==> src/sit_pkg.sv <==
`timescale 1ns / 1ps

package sit_pkg;

  localparam int COORD_WIDTH = 16;
  localparam int DIFF_WIDTH  = COORD_WIDTH + 1;
  localparam int PROD_WIDTH  = 2 * DIFF_WIDTH;
  localparam int CROSS_WIDTH = PROD_WIDTH + 1;
  localparam int NUM_SIDES   = 4;

  typedef logic signed [COORD_WIDTH-1:0] coord_t;
  typedef logic signed [DIFF_WIDTH-1:0]  diff_t;
  typedef logic signed [PROD_WIDTH-1:0]  prod_t;
  typedef logic signed [CROSS_WIDTH-1:0] cross_t;

  typedef struct packed {
    coord_t a_start_x;
    coord_t a_start_y;
    coord_t a_end_x;
    coord_t a_end_y;
    coord_t b_start_x;
    coord_t b_start_y;
    coord_t b_end_x;
    coord_t b_end_y;
  } seg_pair_t;

  // Per side: point offset (px, py) from the line origin, and line direction (ex, ey).
  typedef struct packed {
    diff_t px;
    diff_t py;
    diff_t ex;
    diff_t ey;
  } side_diff_t;

  typedef struct packed {
    side_diff_t [NUM_SIDES-1:0] side;
    logic                       box;
  } diff_stage_t;

  typedef struct packed {
    prod_t [NUM_SIDES-1:0] lhs;
    prod_t [NUM_SIDES-1:0] rhs;
    logic                  box;
  } prod_stage_t;

endpackage

==> src/sit_diff.sv <==
`timescale 1ns / 1ps

module sit_diff (
  input  logic                  clk,
  input  logic                  rst_n,
  input  logic                  up_valid,
  output logic                  up_ready,
  input  sit_pkg::seg_pair_t    up_data,
  output logic                  dn_valid,
  input  logic                  dn_ready,
  output sit_pkg::diff_stage_t  dn_data
);

  logic                 valid_r;
  logic                 valid_nxt;
  sit_pkg::diff_stage_t data_r;
  sit_pkg::diff_stage_t data_nxt;
  logic                 box_x;
  logic                 box_y;

  function automatic sit_pkg::diff_t sub(input sit_pkg::coord_t p, input sit_pkg::coord_t o);
    sub = sit_pkg::diff_t'(p) - sit_pkg::diff_t'(o);
  endfunction

  assign up_ready = !valid_r || dn_ready;

  always_comb begin
    // Boxes overlap when some endpoint of each reaches past some endpoint of the other
    box_x = (up_data.a_start_x >= up_data.b_start_x || up_data.a_start_x >= up_data.b_end_x ||
             up_data.a_end_x   >= up_data.b_start_x || up_data.a_end_x   >= up_data.b_end_x) &&
            (up_data.b_start_x >= up_data.a_start_x || up_data.b_start_x >= up_data.a_end_x ||
             up_data.b_end_x   >= up_data.a_start_x || up_data.b_end_x   >= up_data.a_end_x);
    box_y = (up_data.a_start_y >= up_data.b_start_y || up_data.a_start_y >= up_data.b_end_y ||
             up_data.a_end_y   >= up_data.b_start_y || up_data.a_end_y   >= up_data.b_end_y) &&
            (up_data.b_start_y >= up_data.a_start_y || up_data.b_start_y >= up_data.a_end_y ||
             up_data.b_end_y   >= up_data.a_start_y || up_data.b_end_y   >= up_data.a_end_y);
    data_nxt.box = box_x && box_y;

    // B endpoints against line A
    data_nxt.side[0].px = sub(up_data.b_start_x, up_data.a_start_x);
    data_nxt.side[0].py = sub(up_data.b_start_y, up_data.a_start_y);
    data_nxt.side[1].px = sub(up_data.b_end_x,   up_data.a_start_x);
    data_nxt.side[1].py = sub(up_data.b_end_y,   up_data.a_start_y);
    data_nxt.side[0].ex = sub(up_data.a_end_x,   up_data.a_start_x);
    data_nxt.side[0].ey = sub(up_data.a_end_y,   up_data.a_start_y);
    data_nxt.side[1].ex = data_nxt.side[0].ex;
    data_nxt.side[1].ey = data_nxt.side[0].ey;
    // A endpoints against line B
    data_nxt.side[2].px = sub(up_data.a_start_x, up_data.b_start_x);
    data_nxt.side[2].py = sub(up_data.a_start_y, up_data.b_start_y);
    data_nxt.side[3].px = sub(up_data.a_end_x,   up_data.b_start_x);
    data_nxt.side[3].py = sub(up_data.a_end_y,   up_data.b_start_y);
    data_nxt.side[2].ex = sub(up_data.b_end_x,   up_data.b_start_x);
    data_nxt.side[2].ey = sub(up_data.b_end_y,   up_data.b_start_y);
    data_nxt.side[3].ex = data_nxt.side[2].ex;
    data_nxt.side[3].ey = data_nxt.side[2].ey;
  end

  assign valid_nxt = up_ready ? up_valid : valid_r;

  always_ff @(posedge clk) begin
    if (!rst_n) begin
      valid_r <= 1'b0;
    end else begin
      valid_r <= valid_nxt;
    end
  end

  always_ff @(posedge clk) begin
    if (up_ready && up_valid) begin
      data_r <= data_nxt;
    end
  end

  assign dn_valid = valid_r;
  assign dn_data  = data_r;

endmodule

==> config.mk <==
export PLATFORM = sky130hd
export DESIGN_NAME = sit_diff
export DESIGN_NICKNAME = d
export VERILOG_FILES = /design/src/sit_pkg.sv /design/src/sit_diff.sv
export SDC_FILE = /design/constraint.sdc
export NUM_CORES = 1
export LEC_CHECK = 0
export BUFFER_PORTS_ARGS = -buffer_cell sky130_fd_sc_hd__buf_2
export CORE_ASPECT_RATIO = 0.5
export CORE_UTILIZATION = 30
export DETAILED_ROUTE_END_ITERATION = 10
export PLACE_DENSITY = 0.53
export SLEW_MARGIN = 20
export SYNTH_ARGS = -nofsm -noshare
export SYNTH_HDL_FRONTEND = slang
export SYNTH_SLANG_ARGS = --single-unit
==> constraint.sdc <==
create_clock -name clk -period 7.6 [get_ports clk]
set_input_delay 1.52 -clock clk [delete_from_list [all_inputs] [get_ports clk]]
set_output_delay 1.52 -clock clk [all_outputs]
set_load 0.01 [all_outputs]
==> results of run 1 <==
-- final timing paths --
check	end	slack (ns)	cells after the start
max reg2reg	dn_data[47]	5.33	3
min reg2reg	dn_valid	0.54	2
max	dn_data[0]	3.57	11
min	dn_valid	0.54	2
-- per-stage QoR --
stage,power (W),hold slack [ns],area (sq um),std cells,util [%]
3_3_place_gp,0.00277,0.519,19100,2770,35.1
2_1_floorplan,0.00237,0.610,16800,1715,-
5_1_grt,0.00413,0.568,19900,2823,36.6
3_5_place_dp,0.00277,0.528,19100,2770,35.1
4_1_cts,0.00397,0.538,19900,2814,36.5
6_report,0.00391,0.538,19900,2823,36.6
-- metal layers --
| metal | wire, um | up-vias |
|---|---|---|
| met5 | 0 | - |
| met1 | 22100 | 6511 |
| met2 | 28300 | 231 |
| li1 | - | 6791 |
| met4 | 1280 | 0 |
| met3 | 1700 | 58 |
-- logic make-up after synthesis --
| logic type | synth area share (%) |
|---|---|
| AOI/OAI and AO/OA | 17.0 |
| and+or+nand+nor | 12.5 |
| buffers and inverters | 7.81 |
| adders and majority gates | 18.8 |
| DFF | 36.5 |
| xor gates and xnor gates | 6.74 |
| muxes | 0.732 |
-- sequential cells by signal (all words and copies together), names as in the netlist --
register,count
dn_data,203
dn_valid,1
-- Yosys cell counts, types with 5 or more instances --
library cell	count	area share (%)
inv_1	178	4.0
nor2_1	119	2.7
mux2i_1	10	0.60
xor2_1	31	1.6
a31oi_1	7	0.26
xnor2_1	98	5.1
o31ai_1	7	0.31
nand2_1	87	1.9
o21a_1	20	0.90
clkbuf_1	20	0.45
fa_1	12	1.4
a221o_1	5	0.30
nor2b_1	41	1.5
and3_1	17	0.63
a221oi_1	12	0.63
o21bai_1	15	0.67
or2_2	5	0.19
a211oi_1	8	0.36
nand4_1	16	0.60
o21ai_0	62	1.9
a21o_1	67	3.0
ha_1	232	17
a21boi_0	8	0.36
o21ai_1	17	0.51
o211ai_1	7	0.31
and4_1	5	0.26
nor3_1	31	0.93
buf_4	70	3.1
a21oi_1	133	4.0
nand2b_1	33	1.2
a2111oi_0	6	0.31
nand3_1	32	0.96
nor4_1	10	0.37
edfxtp_1	203	36
a21boi_1	12	0.54
-- placed cells by master (no fill, tap or decap), drive strengths merged, types with 16 or more instances in the layout --
cell type / n
a21boi: 21
a21o: 67
a21oi: 136
and3: 21
buf: 407
clkbuf: 27
edfxtp: 203
ha: 232
inv: 185
nand2: 87
nand2b: 33
nand3: 32
nand4: 16
nor2: 119
nor2b: 42
nor3: 31
o21a: 20
o21ai: 80
xnor2: 98
xor2: 31
-- cell type report --
type	instances	area share, %
Clock buffer	27	3.18
Antenna cell	9	0.113
Multi-Input combinational cell	1237	46.9
Tap cell	744	4.68
Timing Repair Buffer	407	10.3
Sequential cell	204	30.7
Clock inverter	17	0.729
Inverter	178	3.36
-- power by group through the flow --
| stage | sequential [W] | combinational, W | clock, W |
|---|---|---|---|
| final | 0.00150 | 0.00124 | 0.00117 |
| after global routing | 0.00151 | 0.00137 | 0.00125 |
| after CTS | 0.00150 | 0.00125 | 0.00121 |
| after detailed placement | 0.00153 | 0.00125 | 0 |
| after global placement | 0.00153 | 0.00124 | 0 |
| after floorplan | 0.00159 | 0.000773 | 0 |
-- critical path, stage by stage --
cell and delay [ns]:
buf_2 0.11, inv_1 0.16, ha_1 0.38, and3_4 0.23, a221o_1 0.43, a21oi_2 0.23, o21bai_1 0.15, a2111oi_1 0.42
o221ai_1 0.19, mux2i_1 0.37, a22oi_1 0.11
==> flow_metrics.py, run 1 <==
metrics = {
    "place": {
        "port_buffers": 406,
        "dpl_worst_slack_ns": 3.05,
        "gp_congestion": 0.900,
        "dp_hpwl_mm": 44.3,
    },
    "timing": {
        "fin_skew_ns": 0.0150,
        "post-route-period-util_pct": 53.1,
        "setup_viol": 0,
        "fmax_mhz": 248,
        "timing.slew.headroom_pct": 37.7,
        "rsz0062_at_grt": "no",
        "final_max_slew_viol_count": 0,
        "period_needed_ns": 4.03,
        "setup-tns-final_ns": 0,
        "layout_setup_ws_ns": 3.57,
        "worst_pin_slew_ns": 0.935,
        "final_hold_viol_count": 0,
    },
    "critical_path": {
        "required_ns": 7.88,
        "r2r_start": "dn_valid",
        "worstSetupStartpoint": "up_data[52]",
        "cp-start-kind": "primary input",
        "critPathArrivalTime_ns": 4.31,
        "critPathKind": "in2reg",
        "cp-end-kind": "flip-flop",
        "crit_path_max_fanout": 7,
    },
    "pwr": {
        "p_leak_nw": 9.24,
        "swShare_pct": 33.8,
        "pwr-share-clk_pct": 30.0,
        "intPower_w": 0.00259,
        "pwr-share-comb_pct": 31.7,
        "irDropWorstVdd_mv": 0.170,
        "switching_power_w": 0.00132,
        "pwr-share-seq_pct": 38.3,
        "cellPowerDensity_mw_per_mm2": 197,
    },
    "synth": {
        "synth_edf_count": 203,
        "synth_cell_types": 80,
        "async_reset_ff_share_pct": 0,
        "netlist_instances": 1715,
        "syn_area_sq_mm": 0.0168,
        "ys_ff_latch": 204,
        "synth_nets": 2091,
        "synth_area_per_cell_sq_um": 9.77,
        "yosys_warnings": 0,
        "synth_flop_cell": "edfxtp_1",
        "ys_seq_area_share_pct": 36.5,
    },
    "routing": {
        "drc": 0,
        "drt_wl_total_mm": 53.4,
        "via_per_inst": 4.81,
        "num_vias": 13600,
        "wire_per_inst_um": 18.9,
        "ant_nets": 0,
        "drt_iter0_drc": 672,
        "firstDrtPassIters": 7,
    },
    "clocking": {
        "htreeDepth": 1,
        "cts_setup_buffers": 0,
        "clk_pin_slew_ns": 0.07,
        "hold_buffers": 0,
        "ctsResizeCount": 0,
        "numClockSinks": 204,
        "clock_path_buffers": 3,
        "clock_latency_ns": 0.55,
        "cts_tree": "done",
        "root_buffer": "clkbuf_16",
        "cts_made_buffers": 24,
    },
    "die": {
        "rows": 60,
        "start_util_pct": 30.8,
        "die_h_um": 169,
        "ios": 407,
        "core_area_sq_mm": 0.0544,
        "die-area_sq_mm": 0.0569,
        "die-width_um": 336,
    },
    "layout": {
        "multi_input_area_sq_mm": 0.00934,
        "register_area_sq_mm": 0.00612,
        "fin_nets": 2428,
        "n_fill_cell": 5522,
        "layout-drive-gt1-share_pct": 23.2,
        "area_delta_synth_final_pct": 18.8,
    },
    "grt": {
        "grt_max_degree": 153,
        "grt_use_met3_pct": 2.16,
        "track_usage_pct": 18.1,
        "grt_pass1_vias": 13400,
        "grt-busiest-layer": "met2",
        "antenna_found_initial": 9,
        "overflow": 0,
        "grt_use_met2_pct": 34.0,
        "gr-usage-met1_pct": 21.3,
        "grt_pass1_wl_mm": 77.6,
    },
    "min_path": {
        "hold_path_class": "reg2reg",
        "hold_start": "dn_valid",
    },
    "run": {
        "cap_viol_max_count": 0,
    },
    "outcome": {
        "status": "finished clean",
    },
}
No activity file was read; power rests on OpenSTA's default activity.
==> run 2, diff against run 1 <==
ABC_AREA = 1   (was unset)
clock period = 4 ns   (was 7.6 ns; I/O delays follow)
==> run 2 against run 1 <==
  * Hold slack got worse by 0.033 ns
  * Core utilization fell by 0.27 points
  * Combinational power rose by 99%
  * Die area rose by 2.7%
  * First-iteration DRC count rose by 7.1%
  * Sequential power rose by 92%
  * Clock skew barely moved
  * Flip-flop and latch count did not move
  * Critical endpoint unchanged
  * Highest routed layer unchanged
==> flow_metrics.py, run 2 <==
metrics = {
    "outcome": {
        "status": "finished clean",
    },
    "critical_path": {
        "required_ns": 4.31,
        "r2r_cells": 2,
        "crit_top_cell": "inv_1",
        "cp-start-kind": "primary input",
        "cp.depth": 14,
        "slowest_stage": "ha_1",
        "rrSetupSlack_ns": 2.48,
        "cp-end-kind": "flip-flop",
        "crit_path_max_fanout": 13,
        "critPathMaxStageDelay_ns": 0.65,
        "worst-path-buf-inv": 5,
        "critPathArrivalTime_ns": 3.04,
        "path_cells": "buf_2 -> inv_1 -> ha_1 -> inv_2 -> nor2_2 -> inv_1 -> nor2_4 -> nand3_1 -> nand4_1 -> nand2_1 -> o21ai_1 -> nand3_1 -> nand2_1 -> inv_1",
        "critPathTopFamily": "simple AND/OR/NAND/NOR gates",
        "critPathKind": "in2reg",
    },
    "synth": {
        "synth.most_common_cell": "nand2_1",
        "synth_common_cells": "404 x nand2_1, 282 x inv_1, 232 x ha_1",
        "synth_nets": 2353,
        "ys_ff_latch": 204,
        "synth_area_per_cell_sq_um": 8.71,
        "yosys.area.top_type_share_pct": 35.4,
        "synth.area.top_cells": "edfxtp_1 35%, ha_1 17%, nand2_1 8.8%",
        "synth_flop_cell": "edfxtp_1",
        "ys_seq_area_share_pct": 35.5,
        "synth_edf_count": 203,
        "synth_cell_types": 45,
        "syn_area_sq_mm": 0.0172,
        "netlist_instances": 1977,
        "yosys_warnings": 0,
        "yosysTopAreaCell": "edfxtp_1",
        "async_reset_ff_share_pct": 0,
    },
    "die": {
        "ios": 407,
        "die_h_um": 171,
        "start_util_pct": 30.7,
        "core_area_sq_mm": 0.0561,
        "die-area_sq_mm": 0.0584,
        "rows": 61,
        "die-width_um": 341,
    },
    "routing": {
        "drt_iter0_drc": 720,
        "firstDrtPassIters": 5,
        "ant_nets": 0,
        "wire_per_inst_um": 18.2,
        "drt_wl_total_mm": 56.3,
        "drc": 0,
        "via_per_inst": 4.65,
        "num_vias": 14400,
    },
    "timing": {
        "final_hold_viol_count": 0,
        "post-route-period-util_pct": 68.1,
        "rsz0062_at_grt": "no",
        "final_max_slew_viol_count": 0,
        "period_needed_ns": 2.72,
        "setup_viol": 0,
        "fmax_mhz": 367,
        "worst_pin_slew_ns": 0.655,
        "setup-tns-final_ns": 0,
        "timing.slew.headroom_pct": 56.3,
        "fin_skew_ns": 0.0146,
    },
    "clocking": {
        "root_buffer": "clkbuf_16",
        "hold_buffers": 0,
        "clk_pin_slew_ns": 0.07,
        "clock_latency_ns": 0.55,
        "numClockSinks": 204,
        "cts_made_buffers": 23,
        "ctsResizeCount": 0,
        "htreeDepth": 1,
        "cts_setup_buffers": 0,
        "clock_path_buffers": 3,
        "cts_tree": "done",
    },
    "pwr": {
        "cellPowerDensity_mw_per_mm2": 369,
        "p_leak_nw": 10.1,
        "irDropWorstVdd_mv": 0.286,
        "power_w": 0.00752,
    },
    "layout": {
        "layout-drive-gt1-share_pct": 21.8,
        "multi_input_area_sq_mm": 0.00936,
        "final_common_cell": "buf_2",
        "largest_reg_flops": 203,
        "final_area_sq_mm": 0.0204,
        "layout_common_cells": "406 x buf_2, 404 x nand2_1, 280 x inv_1",
        "register_area_sq_mm": 0.00612,
        "area_delta_synth_final_pct": 18.3,
        "n_fill_cell": 5864,
        "fin_nets": 2701,
    },
    "place": {
        "dp_hpwl_mm": 47.7,
        "port_buffers": 406,
        "gp_congestion": 0.911,
        "placed_cell_area_sq_mm": 0.0196,
    },
    "run": {
        "cap_viol_max_count": 0,
    },
    "min_path": {
        "hold_path_class": "in2reg",
        "worstHoldPathCells": 2,
    },
    "grt": {
        "overflow": 0,
        "grt_pass1_vias": 14300,
        "track_usage_pct": 18.7,
        "antenna_found_initial": 5,
        "grt_pass1_wl_mm": 82.0,
        "grt_max_degree": 96,
    },
}
[run 2: worst reg2reg max path, stage by stage (launching register included)]
cell     delay, ns
dfxtp_1       0.34
a21oi_4       0.24
buf_12        0.41
[run 2: area by class of cell]
class	count	share of cell area (%)
clock buffer	26	2.88
clock inverter	14	0.688
timing repair buffer	410	10.2
tap	756	4.64
inverter	294	5.49
antenna	4	0.0491
sequential	204	30.0
multi-input combinational	1392	46.0
[run 2: metal layers]
metal  global-route usage [%]  wire length (um)
met4                     5.26              1410
met5                        0                 0
met3                     2.72              1880
met2                     36.2             30100
met1                     21.2             23000
[run 2: stage by stage]
stage	setup WS (ns)	utilization (%)	hold WS, ns	cells
2_1_floorplan	-0.584	-	0.628	1977
3_3_place_gp	0.627	35.0	0.541	3056
3_5_place_dp	0.649	35.0	0.544	3056
4_1_cts	1.25	36.3	0.470	3096
5_1_grt	1.05	36.3	0.472	3100
6_report	1.28	36.3	0.505	3100
[run 2: kinds of logic (layout without fill, tap and decap cells)]
kind of cell,Yosys count,count (layout),synth area share [%]
other,0,4,0
adders and majority gates,244,244,18.3
AOI/OAI and AO/OA,345,345,11.7
DFF,204,204,35.5
buffers and inverters,381,744,10.1
and+or+nand+nor,632,632,15.7
xor gates and xnor gates,171,171,8.70
[run 2: power by group]
group	switching, W	internal [W]	total (W)
Sequential	0.000118	0.00276	0.00288
Combinational	0.00157	0.000900	0.00247
Clock	0.000980	0.00119	0.00217
[run 2: path summary, 6_finish.rpt]
path,endpoint,start
setup reg to reg,dn_data[149],dn_valid
hold reg to reg,dn_valid,dn_valid
hold / removal,dn_valid,rst_n
setup / recovery,dn_data[0],up_data[63]
==> run 3, diff against run 2 <==
ABC_AREA = 0   (was 1)
clock period = 2.75 ns   (was 4 ns; I/O delays follow)
==> run 3 against run 2 <==
  * Combinational power grew 72%
  * Design area is 16% higher
  * Largest power group is now combinational cells
  * Clock skew up 0.0015 ns
  * Final cell count grew 6.3%
  * Sequential power up 44%
  * Global-route usage rose by 1.3 points
==> flow_metrics.py, run 3 (synthesis gave the netlist of run 1 again) <==
metrics = {
    "outcome": {
        "status": "finished clean",
    },
    "place": {
        "gp_congestion": 0.916,
        "dpl.cell_count": 3245,
        "dp_hpwl_mm": 49.8,
        "port_buffers": 406,
    },
    "pwr": {
        "cellPowerDensity_mw_per_mm2": 495,
        "power_w": 0.0117,
        "p_leak_nw": 11.6,
        "irDropWorstVdd_mv": 0.384,
    },
    "critical_path": {
        "r2r_start": "dn_valid",
        "cp-start-kind": "primary input",
        "crit_path_end": "dn_data[237]",
        "r2r-end": "dn_data[90]",
        "critPathArrivalTime_ns": 2.95,
        "crit_path_max_fanout": 4,
        "r2r_cells": 3,
        "required_ns": 3.05,
        "worstSetupStartpoint": "up_data[49]",
        "rrSetupSlack_ns": 1.32,
        "cp-end-kind": "flip-flop",
        "critPathKind": "in2reg",
    },
    "clocking": {
        "cts_tree": "done",
        "clock_path_buffers": 3,
        "cts_setup_buffers": 0,
        "htreeDepth": 1,
        "numClockSinks": 204,
        "root_buffer": "clkbuf_16",
        "clock_latency_ns": 0.57,
        "hold_buffers": 0,
        "cts_made_buffers": 24,
        "clk_pin_slew_ns": 0.06,
    },
    "timing": {
        "setup_viol": 0,
        "period_needed_ns": 2.64,
        "fmax_mhz": 378,
        "final_hold_viol_count": 0,
        "worst_pin_slew_ns": 0.511,
        "fin_skew_ns": 0.0161,
        "final_max_slew_viol_count": 0,
        "timing.slew.headroom_pct": 66.0,
        "post-route-period-util_pct": 96.2,
    },
    "grt": {
        "grt_pass1_vias": 15400,
        "gr-usage-met1_pct": 23.8,
        "grt_use_met3_pct": 2.37,
        "track_usage_pct": 20.0,
        "grt_pass1_wl_mm": 86.4,
        "grt_max_degree": 83,
        "grt-busiest-layer": "met2",
        "overflow": 0,
        "grt_use_met2_pct": 37.5,
        "antenna_found_initial": 6,
    },
    "routing": {
        "drt_wl_total_mm": 58.5,
        "drc": 0,
        "ant_nets": 0,
        "firstDrtPassIters": 6,
        "wire_per_inst_um": 17.8,
        "drt_iter0_drc": 820,
        "via_per_inst": 4.63,
        "num_vias": 15300,
    },
    "die": {
        "die-area_sq_mm": 0.0569,
        "rows": 60,
        "ios": 407,
        "die_h_um": 169,
        "core_area_sq_mm": 0.0544,
        "start_util_pct": 30.8,
        "die-width_um": 336,
    },
    "layout": {
        "register_area_sq_mm": 0.00612,
        "final_common_cell": "buf_4",
        "multi_input_area_sq_mm": 0.00947,
        "fin_nets": 2903,
        "largest_reg_flops": 203,
        "area_delta_synth_final_pct": 41.3,
        "n_fill_cell": 5418,
        "layout-drive-gt1-share_pct": 38.3,
        "layout_common_cells": "471 x buf_4, 406 x buf_2, 228 x ha_1",
        "fin_cells": 3295,
    },
    "min_path": {
        "hold_path_class": "in2reg",
    },
    "run": {
        "cap_viol_max_count": 0,
    },
}
run 3: power by group:
part | switching (W) | internal (W)
combinational | 0.00224 | 0.00202
sequential | 0.000164 | 0.00398
clock | 0.00145 | 0.00186
total | 0.00385 | 0.00787
run 3: final cells by class:
type                       count  share of cell area, %
timing repair buffer         882                   23.9
antenna                        6                 0.0634
inverter                     178                   2.94
clock buffer                  26                   2.66
sequential                   204                   25.8
tap                          744                   3.93
multi-input combinational   1237                   40.0
clock inverter                18                  0.702
run 3: critical path, cell delays in order:
cell and delay, ns:
buf_2 0.13, inv_2 0.07, ha_1 0.26, nor2b_4 0.13, o21a_1 0.19, o21ai_2 0.17
a21oi_2 0.10, a221o_1 0.34, or4_4 0.46, a31oi_4 0.16, nor3b_1 0.07, a311o_1 0.32
run 3: worst min-delay path by stage:
stage,from,endpoint,cells past startpoint
final,rst_n,dn_valid,2
after global routing,rst_n,dn_valid,2
after CTS,rst_n,dn_valid,2
after detailed placement,dn_valid,dn_valid,2
after global placement,dn_valid,dn_valid,2
after floorplan,dn_valid,dn_valid,2
run 3: per-stage QoR:
step           util (%)  hold slack, ns  instance area [sq um]  TNS [ns]  setup slack [ns]
3_5_place_dp       41.9           0.531                  22800    -18.28            -0.576
4_1_cts            43.4           0.211                  23600         0            0.0237
2_1_floorplan         -           0.618                  16900    -0.231            -0.105
3_3_place_gp       41.9           0.512                  22800    -17.63            -0.506
5_1_grt            43.5           0.230                  23700   -0.0108          -0.00862
6_report           43.5           0.248                  23700         0             0.105
run 3: what timing repair did:
item / in CTS / in global routing
endpoints found under the setup margin: 0 / 10
gates resized for setup: 0 / 13
endpoints found under the hold margin: 0 / 0
run 3: layer usage:
layer	share of wire [%]	vias to the layer above
met5	0	-
met4	2.7	0
met3	2.8	75
met2	52	211
met1	43	7245
li1	-	7726
